$ cat config.mk
export PLATFORM = sky130hd
export DESIGN_NAME = fee_ram
export DESIGN_NICKNAME = d
export VERILOG_FILES = /design/src/design/fee_ram.sv
export SDC_FILE = /design/constraint.sdc
export NUM_CORES = 2
export LEC_CHECK = 0
export BUFFER_PORTS_ARGS = -buffer_cell sky130_fd_sc_hd__buf_4
export CAP_MARGIN = 10
export CORE_MARGIN = 8
export CORE_UTILIZATION = 30
export DETAILED_ROUTE_END_ITERATION = 6
export HOLD_SLACK_MARGIN = 0.02
export PLACE_DENSITY = 0.41
export SLEW_MARGIN = 20
export SYNTH_ARGS = -nofsm -noshare
export SYNTH_HDL_FRONTEND = slang
export SYNTH_SLANG_ARGS = --single-unit
$ cat constraint.sdc
create_clock -name aclk -period 3.8 [get_ports aclk]
set_input_delay 0.57 -clock aclk [delete_from_list [all_inputs] [get_ports aclk]]
set_output_delay 0.57 -clock aclk [all_outputs]
set_load 0.03 [all_outputs]
$ cat src/design/fee_ram.sv
module fee_ram #(
    parameter int WIDTH = 8,
    parameter int DEPTH = 256,
    localparam int AW = $clog2(DEPTH)
) (
    input  logic             aclk,
    input  logic             wr_en,
    input  logic [AW-1:0]    wr_addr,
    input  logic [WIDTH-1:0] wr_data,
    input  logic             rd_en,
    input  logic [AW-1:0]    rd_addr,
    output logic [WIDTH-1:0] rd_data
);

    logic [WIDTH-1:0] mem [DEPTH];
    logic [WIDTH-1:0] rd_data_reg;

    always_ff @(posedge aclk) begin
        if (wr_en) begin
            mem[wr_addr] <= wr_data;
        end
        if (rd_en) begin
            rd_data_reg <= mem[rd_addr];
        end
    end

    assign rd_data = rd_data_reg;

endmodule

==> flow_summary.ini <==
[pwr]
irDropWorstVdd_mv = 0.4996
p_per_area_nw_per_um2 = 523.4
power.static_leakage_nw = 29.58

[cts]
htreeDepth = 4
cts_tree = built
cts_root_buf = clkbuf_16
cts.path.max_buffers = 3
ctsHoldBuffers = 0
cts_buffers = 225
clkLatencyLatePin_ns = 0.86
cts_resized = 0
cts_setup_buffers = 0
path_clk_slew_ns = 0.06
clock-sinks = 2056

[worst_setup_path]
crit_type = flop to flop
crit_chain = mux4_2, a22o_1, a221oi_1, o32ai_1, nor3_1, buf_4, nor4_1
required_ns = 4.38
startpoint_type = flop
critPathCaptureType = flop
cpPeakStageDelay_ns = 0.84
reg2reg_depth = 7
slowest_stage = a221oi_1
cp_top_family = compound AO/OA/AOI/OAI gates
crit_buf_inv = 1
crit_fanout = 1
arrival_ns = 3.57
cp.depth = 7

[die]
design.portCount = 35
fp.dieH_um = 531.2
fp.dieW_um = 531.2
fp.coreArea_um2 = 264600
fp.dieArea_um2 = 282200
start_util_pct = 30.09
num_rows = 189

[route]
ant_nets = 0
vias_per_cell = 4.976
avgRoutedWirePerCell_um = 29.47
drc_errors = 0
routed_wl_mm = 234.3
vias = 39570
dr.pass1.iters = 5
drt_iter0_drc = 3096

[placement]
place.gp.congestion = 0.7906
place_ws_ns = -0.06987
hpwl_mm = 149.2
dp_cells = 7528
port_buffers = 34

[yosys]
yosys_warnings = 0
syn_area_um2 = 79640
synth_area_per_cell_um2 = 21.33
syn_nets = 3760
synth_cells = 3733
yosysSeqAreaShare_pct = 77.53
synth_flop_cell = edfxtp_1
ys_ff_latch = 2056
synth_async_sr_flop_share_pct = 0
ys_types = 54
synth-edff-count = 2056

[sta]
timing.clock.skew_ns = 0.04307
setup_viol = 0
min_period_over_period_pct = 78.67
rsz0062_at_grt = no
hold_violations = 0
max_clock_freq_ghz = 0.3345
slew_headroom_pct = 29.13
slew_violations = 0
worstMarginPinSlew_ns = 1.048
setup_ws_ns = 0.8104
period_needed_ns = 2.990

[finish]
drive_gt1_share_pct = 29.12
fillers = 24550
area_growth_pct = 18.55
nets = 4249
largest_reg_flops = 2048
fin_cells = 7953

[grt]
grt_use_total_pct = 16.34
grt_pass1_vias = 41040
antenna_found_initial = 9
grt_max_degree = 123
grt_first_pass_wirelength_mm = 329.1
grt-ovfl-total = 0

[hold_path]
hold_path_class = input pin to flop
hold_depth = 1

[run]
max_cap_viol_count = 0

[status]
status = finished, final reports clean
## kinds of logic (layout without fill, tap and decap cells)
| group | after synthesis | in the layout | share of synthesized area [%] |
|---|---|---|---|
| and+or+nand+nor | 466 | 466 | 2.625 |
| other | 0 | 7 | 0 |
| buffers and inverters | 235 | 915 | 1.829 |
| AOI/OAI and AO/OA | 385 | 385 | 3.416 |
| DFF | 2056 | 2056 | 77.53 |
| muxes | 591 | 591 | 14.60 |
## power breakdown
group          total (mW)  leakage (nW)  internal [mW]  switching [mW]
Clock                21.8          3.55           12.7            9.11
Sequential           25.1          18.5           25.0          0.0440
Combinational        2.55          7.54          0.903            1.65
## routing by layer
metal  share of wire [%]  GRT usage (%)
met1                  45          23.01
met2                  48          26.89
met3                 4.4          2.496
met4                 2.0          3.621
met5              0.0055              0
## placed cells by master (no fill, tap or decap), types with 8 or more instances in the layout
cell	n
o22ai_1	28
clkbuf_16	227
mux2i_1	134
buf_12	44
nand4_1	10
o21ai_0	10
clkinv_1	66
o211ai_1	10
nand2b_1	8
clkinv_2	32
a211oi_1	16
o221ai_1	46
nand3_1	27
nor2b_1	28
nor4_1	24
bufinv_16	26
nor3_1	22
buf_4	441
a22o_1	8
a22oi_1	133
buf_8	10
a21oi_1	96
clkbuf_1	46
edfxtp_1	2056
a221oi_1	13
clkinvlp_4	9
mux4_2	454
nor2_1	279
nand2_1	33
## stage by stage
| step | power (mW) | util, % | setup TNS, ns | hold slack (ns) | instance area [um^2] |
|---|---|---|---|---|---|
| after global routing | 50.95 | 35.67 | 0 | 0.04759 | 94400 |
| after global placement | 28.16 | 32.89 | -0.1157 | 0.9677 | 87040 |
| after floorplan | 26.74 | - | 0 | 0.6689 | 79640 |
| after CTS | 50.08 | 35.67 | 0 | 0.02604 | 94390 |
| after detailed placement | 28.17 | 32.89 | -0.1204 | 0.9720 | 87040 |
| final | 49.41 | 35.68 | 0 | 0.09858 | 94410 |
## synth_stat cells, drive strengths merged (2+ instances only)
cell     instances  area share (%)
nand2b           8           0.063
nor2b           31            0.24
and2             6           0.047
a31oi            2           0.016
nand3           34            0.21
and3b            2           0.022
buf            122             1.3
a2111oi          5           0.066
o22a             5           0.055
or2              4           0.031
a211oi          16            0.15
mux2i          134             1.7
nor3            22            0.14
o32ai            5           0.064
mux4           456              13
edfxtp        2056              78
nor4            27            0.24
a221oi          14            0.16
a22oi          133             1.3
o211ai          10           0.094
nor2           282             1.3
a311oi           2           0.022
o22ai           28            0.22
o221ai          47            0.52
nand3b           2           0.019
nand2           33            0.16
a21oi           96            0.60
nand4           10           0.079
clkbuf         111            0.52
o21ai           12           0.075
a22o             8           0.088
## cell type report
| cell class | count | area, um^2 | area share [%] |
|---|---|---|---|
| sequential | 2056 | 61740 | 65.40 |
| timing repair buffer | 495 | 4342 | 4.599 |
| multi-input combinational | 1442 | 16530 | 17.51 |
| clock inverter | 145 | 1500 | 1.589 |
| inverter | 2 | 7.507 | 0.007952 |
| clock buffer | 273 | 5853 | 6.200 |
| tap | 3533 | 4420 | 4.682 |
| antenna | 7 | 17.52 | 0.01855 |
## final timing paths
path                              start              endpoint  slack [ns]
hold reg to reg   mem[200][4]$_DFFE_PP_  rd_data[4]$_DFFE_PP_        1.16
setup / recovery   mem[83][5]$_DFFE_PP_  rd_data[5]$_DFFE_PP_        0.81
hold / removal               wr_data[5]  mem[71][5]$_DFFE_PP_         0.1
setup reg to reg   mem[83][5]$_DFFE_PP_  rd_data[5]$_DFFE_PP_        0.81
(Power assumes the default switching activity.)
