$ cat src/design/fee_pkg.sv
package fee_pkg;

    localparam int OP_W        = 2;
    localparam int IDX_W       = 15;
    localparam int AMT_W       = 2;
    localparam int HEAT_W      = 6;
    localparam int COLOR_W     = 32;
    localparam int CFG_WIDTH_W  = 9;
    localparam int CFG_HEIGHT_W = 8;
    localparam int CFG_DATA_W   = 9;
    localparam int CFG_INDEX_W  = 1;

    // stream payload layout, zero padded to whole bytes
    localparam int S_TDATA_W = 24;
    localparam int M_TDATA_W = 40;

    localparam logic [OP_W-1:0] OP_INIT   = 2'd0;
    localparam logic [OP_W-1:0] OP_SPREAD = 2'd1;
    localparam logic [OP_W-1:0] OP_READ   = 2'd2;

    localparam logic [CFG_INDEX_W-1:0] REG_FRAME_WIDTH  = 1'd0;
    localparam logic [CFG_INDEX_W-1:0] REG_FRAME_HEIGHT = 1'd1;

    localparam logic [CFG_WIDTH_W-1:0]  FRAME_WIDTH_RST  = 9'd256;
    localparam logic [CFG_HEIGHT_W-1:0] FRAME_HEIGHT_RST = 8'd128;

    localparam logic [HEAT_W-1:0] HEAT_MAX = 6'd36;

    typedef enum logic [1:0] {
        ST_CLEAR,
        ST_IDLE,
        ST_EXEC,
        ST_INIT
    } state_t;

    typedef struct packed {
        logic item_load;
        logic clear_write;
        logic init_write;
        logic cursor_inc;
        logic cursor_clear;
        logic spread_exec;
        logic out_load;
    } ctrl_cmd_t;

    typedef struct packed {
        logic [OP_W-1:0] op;
        logic            clear_last;
        logic            init_last;
        logic            out_busy;
    } dp_status_t;

    function automatic logic [COLOR_W-1:0] fire_palette(input logic [HEAT_W-1:0] heat);
        logic [COLOR_W-1:0] c;
        unique case (heat)
            6'd0:  c = 32'h00070707;
            6'd1:  c = 32'hFF1F0707;
            6'd2:  c = 32'hFF2F0F07;
            6'd3:  c = 32'hFF470F07;
            6'd4:  c = 32'hFF571707;
            6'd5:  c = 32'hFF671F07;
            6'd6:  c = 32'hFF771F07;
            6'd7:  c = 32'hFF8F2707;
            6'd8:  c = 32'hFF9F2F07;
            6'd9:  c = 32'hFFAF3F07;
            6'd10: c = 32'hFFBF4707;
            6'd11: c = 32'hFFC74707;
            6'd12: c = 32'hFFDF4F07;
            6'd13: c = 32'hFFDF5707;
            6'd14: c = 32'hFFDF5707;
            6'd15: c = 32'hFFD75F07;
            6'd16: c = 32'hFFD75F07;
            6'd17: c = 32'hFFD7670F;
            6'd18: c = 32'hFFCF6F0F;
            6'd19: c = 32'hFFCF770F;
            6'd20: c = 32'hFFCF7F0F;
            6'd21: c = 32'hFFCF8717;
            6'd22: c = 32'hFFC78717;
            6'd23: c = 32'hFFC78F17;
            6'd24: c = 32'hFFC7971F;
            6'd25: c = 32'hFFBF9F1F;
            6'd26: c = 32'hFFBF9F1F;
            6'd27: c = 32'hFFBFA727;
            6'd28: c = 32'hFFBFA727;
            6'd29: c = 32'hFFBFAF2F;
            6'd30: c = 32'hFFB7AF2F;
            6'd31: c = 32'hFFB7B72F;
            6'd32: c = 32'hFFB7B737;
            6'd33: c = 32'hFFCFCF6F;
            6'd34: c = 32'hFFDFDF9F;
            6'd35: c = 32'hFFEFEFC7;
            6'd36: c = 32'hFFFFFFFF;
            default: c = 32'h00000000;
        endcase
        return c;
    endfunction

endpackage

$ cat src/design/fee_ctrl.sv
module fee_ctrl (
    input  logic                aclk,
    input  logic                aresetn,
    input  logic                s_tvalid,
    output logic                s_tready,
    input  fee_pkg::dp_status_t status,
    output fee_pkg::ctrl_cmd_t  cmd
);

    import fee_pkg::*;

    state_t state_reg;
    state_t state_next;

    always_ff @(posedge aclk) begin
        if (!aresetn) begin
            state_reg <= ST_CLEAR;
        end else begin
            state_reg <= state_next;
        end
    end

    always_comb begin
        state_next = state_reg;
        cmd        = '0;
        s_tready   = 1'b0;
        unique case (state_reg)
            ST_CLEAR: begin
                cmd.clear_write = 1'b1;
                cmd.cursor_inc  = 1'b1;
                if (status.clear_last) begin
                    cmd.cursor_clear = 1'b1;
                    state_next       = ST_IDLE;
                end
            end
            ST_IDLE: begin
                s_tready = 1'b1;
                if (s_tvalid) begin
                    cmd.item_load = 1'b1;
                    state_next    = ST_EXEC;
                end
            end
            ST_EXEC: begin
                unique case (status.op)
                    OP_INIT: begin
                        state_next = ST_INIT;
                    end
                    OP_SPREAD: begin
                        cmd.spread_exec = 1'b1;
                        state_next      = ST_IDLE;
                    end
                    OP_READ: begin
                        // hold the item until the output register can take it
                        if (!status.out_busy) begin
                            cmd.out_load = 1'b1;
                            state_next   = ST_IDLE;
                        end
                    end
                    default: begin
                        state_next = ST_IDLE;
                    end
                endcase
            end
            ST_INIT: begin
                cmd.init_write = 1'b1;
                cmd.cursor_inc = 1'b1;
                if (status.init_last) begin
                    cmd.cursor_clear = 1'b1;
                    state_next       = ST_IDLE;
                end
            end
            default: begin
                state_next = ST_IDLE;
            end
        endcase
    end

endmodule

$ cat config.mk
export PLATFORM = sky130hd
export DESIGN_NAME = fee_ctrl
export DESIGN_NICKNAME = d
export VERILOG_FILES = /design/src/design/fee_pkg.sv /design/src/design/fee_ctrl.sv
export SDC_FILE = /design/constraint.sdc
export NUM_CORES = 1
export LEC_CHECK = 0
export ABC_AREA = 1
export BUFFER_PORTS_ARGS = -buffer_cell sky130_fd_sc_hd__buf_2
export CAP_MARGIN = 0
export CORE_AREA = 3 3 40 42
export DETAILED_ROUTE_END_ITERATION = 10
export DIE_AREA = 0 0 43 45
export GPL_TIMING_DRIVEN = 0
export PLACE_DENSITY = 0.44
export RECOVER_POWER = 25
export SLEW_MARGIN = 20
export SYNTH_ARGS = -nofsm -noshare
export SYNTH_HDL_FRONTEND = slang
export SYNTH_SLANG_ARGS = --single-unit
export TNS_END_PERCENT = 100
$ cat constraint.sdc
create_clock -name aclk -period 3.55 [get_ports aclk]
set_clock_uncertainty 0.05 [all_clocks]
set_input_delay 0.5325 -clock aclk [delete_from_list [all_inputs] [get_ports aclk]]
set_output_delay 0.5325 -clock aclk [all_outputs]
set_load 0.005 [all_outputs]
==> results.cfg <==
[outcome]
status = finished clean

[clock_network]
cts.sinks = 2
root_buffer = clkbuf_4
ctsResizeCount = 0
cts_hold_buf = 0
h-tree-depth = 1
clockBufferDepth = 2
clock_latency_ns = 0.22
cts_buffers = 3
post_cts_buffers = 0
cts_tree = yes
clkTransAtPathRegs_ns = 0.03

[timing]
finalSetupTns_ns = 0
setup_violations = 0
clock.fmax_mhz = 548
slew_viol_final = 0
fin_crit_ns = 1.82
slew_headroom = 0.869
worstMarginPinSlew_ns = 0.194
post-route-period-util = 0.514
hold_viol_final = 0
rsz0062_at_grt = no

[synthesis]
synth_area_sq_um = 251
avgSynthCellArea_sq_um = 5.99
syn_nets = 55
synth_compound_area_frac = 0.0398
syn_inst = 42
synth-simple-area-share = 0.373
synth_top_family_by_area = simple AND/OR/NAND/NOR gates
synth-xor-area-share = 0
synth_cell_type_count = 12
ys_ff_latch = 2
yosysWarnings = 0
synth_seq_area_share = 0.159
synthMuxAreaShare = 0
synth_fa_ha_area_frac = 0.249

[final_layout]
largest_reg_flops = 2
finalInstanceArea_sq_um = 365
antenna_cells = 0
fin_cells = 75
layout-drive-gt1-share = 0.333
fin_nets = 75
area_growth_pct = 45.3

[floorplan]
io_pins = 16
start_util = 0.196
core-area_sq_mm = 0.00128
die_width_um = 43
die_h_um = 45
fp.dieArea_sq_mm = 0.00194
row_count = 13

[critical_path]
arrival_ns = 1.24
path_cells = inv_1, ha_1, a21oi_1, buf_2
cp.required_ns = 2.97
critPathCaptureType = primary output
crit_fanout = 4
startpoint_type = flip-flop
cpLargestDelayFamily = flip-flops
max_stage_delay_ns = 0.37
cp_num_buf_inv = 2
critical_path_class = reg -> out
cp_slowest_cell = dfxtp_1

[routing]
drc = 0
drt_first_pass_iters = 4
num_vias = 280
drtIter0Drc = 7
via_per_inst = 3.73
drt-total-wl_um = 552
drtAntennaViolNets = 0
wire_per_inst_um = 7.36

[placed_design]
place_area_sq_um = 345
dp_cells = 72
dp_hpwl_um = 474
portBuffers = 15
place_congestion = 0.750

[power]
ir_drop_uv = 287
leakagePower_nw = 0.229
powerDensity_mw_per_mm2 = 635
total_power_mw = 0.232

[global_routing]
grt_pass1_vias = 261
antenna_found_initial = 0
globalRouteOverflowTotal = 0
track_usage = 0.0648
grt_pass1_wl_um = 883
grt_max_degree = 5

[worst_hold_path]
hold_class = in -> reg

[run]
drv_cap = 0
[cells by family (layout without fill, tap and decap cells)]
logic type                 after synthesis  after routing
and+or+nand+nor                         21             21
adders and majority gates                5              5
DFF                                      2              2
buffers and inverters                   12             30
AOI/OAI and AO/OA                        2              2
[final timing paths]
| kind | start | endpoint | slack (ns) | cells past startpoint |
|---|---|---|---|---|
| setup reg to reg | state_reg[0] | state_reg[1] | 2.22 | 8 |
| hold / removal | aresetn | state_reg[1] | 0.50 | 3 |
| hold reg to reg | state_reg[1] | state_reg[1] | 0.58 | 4 |
| setup / recovery | state_reg[0] | cmd[2] | 1.73 | 4 |
[area by class of cell]
| cell class | instances | area, sq um |
|---|---|---|
| fillers | 152 | 920 |
| flip-flops and latches | 2 | 40.0 |
| well taps | 15 | 18.8 |
| multi-input cells | 28 | 164 |
| inverters | 12 | 45.0 |
| clock buffers | 3 | 22.5 |
| repair buffers | 15 | 75.1 |
[worst reg2reg max path, cell delays in order, from the launching register on]
cell and delay (ns):
dfxtp_1 0.37, inv_1 0.10, ha_1 0.24, nand2_2 0.07, nand2_1 0.05, nor2_2 0.07
nand2_1 0.10, nor2_1 0.12, nor2_1 0.05
[cell usage in the layout (no fill, tap or decap)]
cell / Yosys / routed
buf_2: 0 / 15
inv_1: 12 / 12
nand2_1: 9 / 10
nor2_1: 5 / 5
ha_1: 5 / 5
clkbuf_4: 0 / 3
a21oi_1: 2 / 2
dfxtp_1: 2 / 2
nor4_1: 1 / 1
nor3_1: 1 / 1
nand3_1: 1 / 1
nand2_2: 2 / 1
nor2_2: 1 / 1
nand4_1: 1 / 1
[per-layer routing]
metal,wire (um),GRT usage,up-vias
met5,0,0,-
met4,0,0.0723,0
met3,49,0.0319,0
met2,279,0.108,8
met1,224,0.0528,111
li1,-,-,161
[stage by stage]
stage / utilization / worst slack [ns] / hold slack (ns)
final: 0.284 / 1.73 / 0.496
after global routing: 0.284 / 1.64 / 0.504
after CTS: 0.286 / 1.70 / 0.489
after detailed placement: 0.269 / 1.94 / 0.572
after global placement: 0.269 / 1.92 / 0.587
after floorplan: - / 2.10 / 0.527
[power by group]
group | switching, mW | internal, mW | leakage (nW)
Clock | 0.0126 | 0.0373 | 0.0138
Sequential | 0.00852 | 0.0318 | 0.0166
Combinational | 0.0807 | 0.0612 | 0.198
Total | 0.102 | 0.130 | 0.229
[cell usage after synthesis]
cell | instances | share of area
nor3_1 | 1 | 0.020
inv_1 | 12 | 0.18
dfxtp_1 | 2 | 0.16
nor2_2 | 1 | 0.025
nor4_1 | 1 | 0.025
nor2_1 | 5 | 0.075
nand4_1 | 1 | 0.025
nand3_1 | 1 | 0.020
nand2_1 | 9 | 0.13
a21oi_1 | 2 | 0.040
ha_1 | 5 | 0.25
nand2_2 | 2 | 0.050
(Power assumes the default switching activity.)
