## src/design/fee_pkg.sv

```systemverilog
package fee_pkg;

    localparam int OP_W        = 2;
    localparam int IDX_W       = 15;
    localparam int AMT_W       = 2;
    localparam int HEAT_W      = 6;
    localparam int COLOR_W     = 32;
    localparam int CFG_WIDTH_W  = 9;
    localparam int CFG_HEIGHT_W = 8;
    localparam int CFG_DATA_W   = 9;
    localparam int CFG_INDEX_W  = 1;

    // stream payload layout, zero padded to whole bytes
    localparam int S_TDATA_W = 24;
    localparam int M_TDATA_W = 40;

    localparam logic [OP_W-1:0] OP_INIT   = 2'd0;
    localparam logic [OP_W-1:0] OP_SPREAD = 2'd1;
    localparam logic [OP_W-1:0] OP_READ   = 2'd2;

    localparam logic [CFG_INDEX_W-1:0] REG_FRAME_WIDTH  = 1'd0;
    localparam logic [CFG_INDEX_W-1:0] REG_FRAME_HEIGHT = 1'd1;

    localparam logic [CFG_WIDTH_W-1:0]  FRAME_WIDTH_RST  = 9'd256;
    localparam logic [CFG_HEIGHT_W-1:0] FRAME_HEIGHT_RST = 8'd128;

    localparam logic [HEAT_W-1:0] HEAT_MAX = 6'd36;

    typedef enum logic [1:0] {
        ST_CLEAR,
        ST_IDLE,
        ST_EXEC,
        ST_INIT
    } state_t;

    typedef struct packed {
        logic item_load;
        logic clear_write;
        logic init_write;
        logic cursor_inc;
        logic cursor_clear;
        logic spread_exec;
        logic out_load;
    } ctrl_cmd_t;

    typedef struct packed {
        logic [OP_W-1:0] op;
        logic            clear_last;
        logic            init_last;
        logic            out_busy;
    } dp_status_t;

    function automatic logic [COLOR_W-1:0] fire_palette(input logic [HEAT_W-1:0] heat);
        logic [COLOR_W-1:0] c;
        unique case (heat)
            6'd0:  c = 32'h00070707;
            6'd1:  c = 32'hFF1F0707;
            6'd2:  c = 32'hFF2F0F07;
            6'd3:  c = 32'hFF470F07;
            6'd4:  c = 32'hFF571707;
            6'd5:  c = 32'hFF671F07;
            6'd6:  c = 32'hFF771F07;
            6'd7:  c = 32'hFF8F2707;
            6'd8:  c = 32'hFF9F2F07;
            6'd9:  c = 32'hFFAF3F07;
            6'd10: c = 32'hFFBF4707;
            6'd11: c = 32'hFFC74707;
            6'd12: c = 32'hFFDF4F07;
            6'd13: c = 32'hFFDF5707;
            6'd14: c = 32'hFFDF5707;
            6'd15: c = 32'hFFD75F07;
            6'd16: c = 32'hFFD75F07;
            6'd17: c = 32'hFFD7670F;
            6'd18: c = 32'hFFCF6F0F;
            6'd19: c = 32'hFFCF770F;
            6'd20: c = 32'hFFCF7F0F;
            6'd21: c = 32'hFFCF8717;
            6'd22: c = 32'hFFC78717;
            6'd23: c = 32'hFFC78F17;
            6'd24: c = 32'hFFC7971F;
            6'd25: c = 32'hFFBF9F1F;
            6'd26: c = 32'hFFBF9F1F;
            6'd27: c = 32'hFFBFA727;
            6'd28: c = 32'hFFBFA727;
            6'd29: c = 32'hFFBFAF2F;
            6'd30: c = 32'hFFB7AF2F;
            6'd31: c = 32'hFFB7B72F;
            6'd32: c = 32'hFFB7B737;
            6'd33: c = 32'hFFCFCF6F;
            6'd34: c = 32'hFFDFDF9F;
            6'd35: c = 32'hFFEFEFC7;
            6'd36: c = 32'hFFFFFFFF;
            default: c = 32'h00000000;
        endcase
        return c;
    endfunction

endpackage

```

## src/design/fee_datapath.sv

```systemverilog
module fee_datapath #(
    parameter int MAX_WIDTH  = 256,
    parameter int MAX_HEIGHT = 128,
    localparam int DEPTH  = MAX_WIDTH * MAX_HEIGHT,
    localparam int ADDR_W = $clog2(DEPTH)
) (
    input  logic                                aclk,
    input  logic                                aresetn,
    input  fee_pkg::ctrl_cmd_t                  cmd,
    output fee_pkg::dp_status_t                 status,
    input  logic                                cfg_wr_en,
    input  logic [fee_pkg::CFG_INDEX_W-1:0]     cfg_wr_index,
    input  logic [fee_pkg::CFG_DATA_W-1:0]      cfg_wr_data,
    input  logic [fee_pkg::OP_W-1:0]            s_opcode,
    input  logic [fee_pkg::IDX_W-1:0]           s_pixel_index,
    input  logic [fee_pkg::AMT_W-1:0]           s_spread_amount,
    output logic                                ram_rd_en,
    output logic [ADDR_W-1:0]                   ram_rd_addr,
    input  logic [fee_pkg::HEAT_W-1:0]          ram_rd_data,
    output logic                                ram_wr_en,
    output logic [ADDR_W-1:0]                   ram_wr_addr,
    output logic [fee_pkg::HEAT_W-1:0]          ram_wr_data,
    output logic                                m_tvalid,
    input  logic                                m_tready,
    output logic [fee_pkg::HEAT_W-1:0]          m_heat_value,
    output logic [fee_pkg::COLOR_W-1:0]         m_argb_color
);

    import fee_pkg::*;

    localparam int EW = $clog2(MAX_WIDTH + 1);
    localparam int EH = $clog2(MAX_HEIGHT + 1);
    localparam int TW = EW + EH;
    localparam int CW = (TW > 16) ? TW : 16;

    logic [CFG_WIDTH_W-1:0]  cfg_width_reg;
    logic [CFG_HEIGHT_W-1:0] cfg_height_reg;

    logic [EW-1:0] eff_w;
    logic [EH-1:0] eff_h;
    logic [TW-1:0] total_next;
    logic [TW-1:0] bottom_next;
    logic [EW-1:0] eff_w_reg;
    logic [TW-1:0] total_reg;
    logic [TW-1:0] bottom_reg;

    logic [OP_W-1:0]  op_reg;
    logic [IDX_W-1:0] idx_reg;
    logic [AMT_W-1:0] amt_reg;

    logic [TW-1:0] cursor_reg;
    logic [TW-1:0] cursor_next;

    logic              m_valid_reg;
    logic              m_valid_next;
    logic [HEAT_W-1:0] heat_out_reg;
    logic [COLOR_W-1:0] color_out_reg;

    logic [CW-1:0]     idx_ext;
    logic [CW-1:0]     lhs;
    logic [CW-1:0]     rhs;
    logic [CW-1:0]     to_addr;
    logic              in_frame;
    logic              in_store;
    logic              spread_ok;
    logic [HEAT_W-1:0] src_heat;
    logic [HEAT_W-1:0] target_heat;
    logic [HEAT_W-1:0] read_heat;

    // configuration registers
    always_ff @(posedge aclk) begin
        if (!aresetn) begin
            cfg_width_reg  <= FRAME_WIDTH_RST;
            cfg_height_reg <= FRAME_HEIGHT_RST;
        end else if (cfg_wr_en) begin
            unique case (cfg_wr_index)
                REG_FRAME_WIDTH:  cfg_width_reg  <= cfg_wr_data;
                REG_FRAME_HEIGHT: cfg_height_reg <= cfg_wr_data[CFG_HEIGHT_W-1:0];
                default: ;
            endcase
        end
    end

    // clamp geometry to the supported range
    always_comb begin
        if (cfg_width_reg == '0) begin
            eff_w = EW'(1);
        end else if (32'(cfg_width_reg) > MAX_WIDTH) begin
            eff_w = EW'(MAX_WIDTH);
        end else begin
            eff_w = EW'(cfg_width_reg);
        end
        if (32'(cfg_height_reg) < 2) begin
            eff_h = EH'(2);
        end else if (32'(cfg_height_reg) > MAX_HEIGHT) begin
            eff_h = EH'(MAX_HEIGHT);
        end else begin
            eff_h = EH'(cfg_height_reg);
        end
        total_next  = TW'(eff_w) * TW'(eff_h);
        bottom_next = total_next - TW'(eff_w);
    end

    // clamped geometry is registered behind the config registers
    always_ff @(posedge aclk) begin
        eff_w_reg  <= eff_w;
        total_reg  <= total_next;
        bottom_reg <= bottom_next;
    end

    always_ff @(posedge aclk) begin
        if (cmd.item_load) begin
            op_reg  <= s_opcode;
            idx_reg <= s_pixel_index;
            amt_reg <= s_spread_amount;
        end
    end

    // sweep cursor, shared by the clearing pass and init
    always_comb begin
        cursor_next = cursor_reg;
        if (cmd.cursor_clear) begin
            cursor_next = '0;
        end else if (cmd.cursor_inc) begin
            cursor_next = cursor_reg + TW'(1);
        end
    end

    always_ff @(posedge aclk) begin
        if (!aresetn) begin
            cursor_reg <= '0;
        end else begin
            cursor_reg <= cursor_next;
        end
    end

    // spread / read decode, against the item's registered fields
    always_comb begin
        idx_ext   = CW'(idx_reg);
        in_frame  = idx_ext < CW'(total_reg);
        in_store  = 32'(idx_reg) < DEPTH;
        lhs       = idx_ext + CW'(1);
        rhs       = CW'(eff_w_reg) + CW'(amt_reg);
        to_addr   = lhs - rhs;
        spread_ok = in_frame && in_store && (idx_ext >= CW'(eff_w_reg))
                    && (lhs >= rhs) && (32'(to_addr) < DEPTH);

        src_heat = ram_rd_data;
        if (src_heat >= HEAT_W'(amt_reg)) begin
            target_heat = src_heat - HEAT_W'(amt_reg);
        end else begin
            target_heat = '0;
        end
        if (target_heat > HEAT_MAX) begin
            target_heat = '0;
        end

        read_heat = (ram_rd_data > HEAT_MAX) ? HEAT_MAX : ram_rd_data;
    end

    assign ram_rd_en   = cmd.item_load;
    assign ram_rd_addr = ADDR_W'(s_pixel_index);

    always_comb begin
        ram_wr_en   = 1'b0;
        ram_wr_addr = cursor_reg[ADDR_W-1:0];
        ram_wr_data = '0;
        priority if (cmd.clear_write) begin
            ram_wr_en = 1'b1;
        end else if (cmd.init_write) begin
            ram_wr_en   = 32'(cursor_reg) < DEPTH;
            ram_wr_data = (cursor_reg >= bottom_reg) ? HEAT_MAX : '0;
        end else if (cmd.spread_exec) begin
            ram_wr_en   = spread_ok;
            ram_wr_addr = to_addr[ADDR_W-1:0];
            ram_wr_data = target_heat;
        end else begin
            ram_wr_en = 1'b0;
        end
    end

    // output register
    always_comb begin
        m_valid_next = m_valid_reg;
        if (cmd.out_load) begin
            m_valid_next = 1'b1;
        end else if (m_tready) begin
            m_valid_next = 1'b0;
        end
    end

    always_ff @(posedge aclk) begin
        if (!aresetn) begin
            m_valid_reg <= 1'b0;
        end else begin
            m_valid_reg <= m_valid_next;
        end
    end

    always_ff @(posedge aclk) begin
        if (cmd.out_load) begin
            if (in_frame && in_store) begin
                heat_out_reg  <= read_heat;
                color_out_reg <= fire_palette(read_heat);
            end else begin
                heat_out_reg  <= '0;
                color_out_reg <= '0;
            end
        end
    end

    assign m_tvalid     = m_valid_reg;
    assign m_heat_value = heat_out_reg;
    assign m_argb_color = color_out_reg;

    assign status.op         = op_reg;
    assign status.clear_last = cursor_reg == TW'(DEPTH - 1);
    assign status.init_last  = cursor_reg == (total_reg - TW'(1));
    assign status.out_busy   = m_valid_reg && !m_tready;

endmodule

```

## config.mk

```make
export PLATFORM = sky130hd
export DESIGN_NAME = fee_datapath
export DESIGN_NICKNAME = d
export VERILOG_FILES = /design/src/design/fee_pkg.sv /design/src/design/fee_datapath.sv
export SDC_FILE = /design/constraint.sdc
export NUM_CORES = 1
export LEC_CHECK = 0
export ABC_AREA = 1
export BUFFER_PORTS_ARGS = -buffer_cell sky130_fd_sc_hd__buf_2
export CAP_MARGIN = 20
export CORE_MARGIN = 4
export CORE_UTILIZATION = 50
export DETAILED_ROUTE_END_ITERATION = 10
export PLACE_DENSITY_LB_ADDON = 0.05
export SYNTH_ARGS = -nofsm -noshare
export SYNTH_HDL_FRONTEND = slang
export SYNTH_SLANG_ARGS = --single-unit
```

## constraint.sdc

```tcl
create_clock -name aclk -period 7.16 [get_ports aclk]
set_clock_uncertainty 0.1 [all_clocks]
set_input_delay 0.358 -clock aclk [delete_from_list [all_inputs] [get_ports aclk]]
set_output_delay 0.358 -clock aclk [all_outputs]
set_load 0.005 [all_outputs]
```

==> metrics.md <==
| Metric | Value |
|---|---|
| Synth Net Count | 1648 |
| IO Pins | around 130 |
| Setup WS post-layout | 1090 ps |
| Number of nets in the layout | 1754 |
| Synth area leaders | dfxtp_1, ha_1, edfxtp_1, nand2_1, fa_1 |
| Final period util | 84.8% |
| GP Congestion | 0.944 |
| Via density | about 5 |
| Clock Power Share | 37.1% |
| Vias in the first global route | 9050 |
| Core Util, Final | a little under three fifths |
| Area fraction of the dominant cell type after synthesis | 14.5% |
| Reg clk slew, reported paths | around 70 ps |
| Grt total ovfl | 0 |
| Clk sink count | 120 |
| First-pass GRT wire length | 46.0 mm |
| CP Launch Type | flop |
| Area of the mapped netlist | approximately 11000 µm² |
| Worst vdd ir | around 130 µV |
| Post-DP HPWL | 23.7 mm |
| WP buf/inv | 7 |
| Worst-case clock buffer depth | 2 |
| Minimum clock period | 6070 ps |
| Tot Pwr | approximately 2.3 mW |
| Top delay family on crit path | adder cells |
| Synth cell types | 48 |
| Worst EP required | roughly 7400 ps |
| Seq pwr share | 36.5% |
| Number of synthesized flops with an enable pin | 42 |
| Input/output buffers | 127 |
| Maximum fanout along the worst path | 12 |
| Worst slew pin tran | 825 ps |
| Resized Gates After CTS | 0 |
| Final Max Slew Viols | 0 |
| Cells after Synth | 1444 |
| Combinational share of power | 26.4% |
| Layout area overhead | 12.1% |
| Row Count | 53 |
| Most common cell in the synthesized netlist | nand2_1 |
| Routed Antenna Nets | 0 |
| H-tree levels | 4 |
| Most used DFF post-synth | dfxtp_1 |
| Clock Latency Late Sink | around 430 ps |
| Hold_ws | 22.8 ps |
| Share of cells above drive strength 1 | between 10% and 20% |
| RSZ-0062 raised after global routing | false |
| Core ar. | between 20000 and 25000 µm² |
| Sw Share | 35.2% |
| Vias | 9456 |
| CP peak stage delay | between 500 and 600 ps |
| Wire per inst | 15.7 µm |
| Initial DRC Count | 610 |
| Leak | 6.10 nW |
| Max Clk Rate | 0.165 GHz |
| Die width | between 150 and 200 µm |
| Chip Height | 155 µm |
| Starting Density | 51.0% |
| Final setup vio count | 0 |
| Final Hold Viols | 0 |
| Sequential cell area fraction in the yosys report | 26.3% |
| Avg Inst Size Synth | 7.45 µm² |
| Drt total wl | 28.8 mm |
| Relative slew slack | 44.8% |
| Total iterations of the first detailed-routing run | 6 |
| Gr usage total | 24.1% |
| Largest net degree at the start of global routing | 25 |
| Async S/R FF share, synth | 0% |
| Area leader, netlist | dfxtp_1 |
| Status | completed |
| Cell internal pwr | 1.47 mW |
| Min-delay worst type | in2reg |
| Initial antenna violation count | 0 |
| YS warnings | 0 |
| Endpoint class of the critical path | flop |
| Hold buffer count at CTS | 3 |
| Post-CTS Setup Bufs | 0 |
| Commonest cells post-synth | nand2_1, inv_1, nor2_1, ha_1 |
| Slowest CP cell | fa_1 |
| Setup TNS | 0 ps |
| Inserted Clock Buffers | 17 |
| CP most frequent cell | inv_1 |
| Kind of critical path | reg2reg |
| Sw Pwr | 0.798 mW |
| Worst Path Arrival | between 6000 and 7000 ps |
| Max Cap Viol | 0 |
| Dpl ws | 1110 ps |
| Post-synthesis register bit count | 120 |
| DRC | 0 |
| Cell area power density | about 190 nW/µm² |
| Ant diodes | 0 |
| CTS tree | built |
| Die Area | 23900 µm² |
| Root Driver | clkbuf_16 |
-- power by group through the flow --
stage | Combinational, mW | Clock, mW | Sequential, mW
floorplan | 0.446 | 0 | 0.827
global placement | 0.592 | 0 | 0.840
detailed placement | 0.595 | 0 | 0.843
CTS | 0.602 | 0.857 | 0.828
global route | 0.682 | 0.886 | 0.836
finish | 0.600 | 0.842 | 0.827
-- logic make-up after synthesis --
group,after synthesis,share of synthesized area (%)
AOI/OAI and AO/OA,192,10.2
adders and majority gates,158,21.6
and+or+nand+nor,622,25.4
xor gates and xnor gates,57,4.98
buffers and inverters,295,11.6
DFF,120,26.3
-- through the flow --
step | area (µm²) | std cells
floorplan | 10800 | 1444
global placement | 11400 | 1803
detailed placement | 11400 | 1803
CTS | 12100 | 1838
global route | 12100 | 1838
finish | 12100 | 1838
-- layout by cell type, fill, tap and decap left out, drive strengths merged, types with 13 or more instances in the layout --
master and n:
nand4 20, nor2 200, dfxtp 78, fa 46, a21oi 81, clkbuf 17, nor3 23, nand2 285
xor2 43, xnor2 13, edfxtp 42, nand3 80, buf 129, o21ai 63, a31oi 13, inv 258
ha 112
-- layer usage --
layer	global-route usage (%)	share of wire (%)	wire, µm
met5	0	0	0
met4	7.23	1.8	529
met3	3.58	5.9	1690
met2	39.1	46	13200
met1	33.4	46	13300
-- worst register-to-register path, delay by kind of cell, from the launching register on --
kind            cells  cell delay (ps)
fa+ha+maj           6             2700
simple gates        8             1110
compound gates      5              750
buf+inv             7              680
flops               1              450
xor+xnor            1              150
-- layout make-up --
cell class / instances / area (µm²)
Timing Repair Buffer: 132 / 681
Fill cell: 2046 / 9040
Clock inverter: 15 / 151
Multi-Input combinational cell: 1029 / 6690
Clock buffer: 17 / 425
Sequential cell: 120 / 2820
Inverter: 250 / 941
Tap cell: 275 / 344
-- worst paths after layout --
path | to | cells past startpoint | start | slack [ps]
min | amt_reg[1] | 1 | s_spread_amount[1] | 20
max reg2reg | bottom_reg[13] | 27 | cfg_width_reg[8] | 1090
max | bottom_reg[13] | 27 | cfg_width_reg[8] | 1090
min reg2reg | eff_w_reg[8] | 0 | cfg_width_reg[8] | 360
Power figures use the tool's default switching activity.
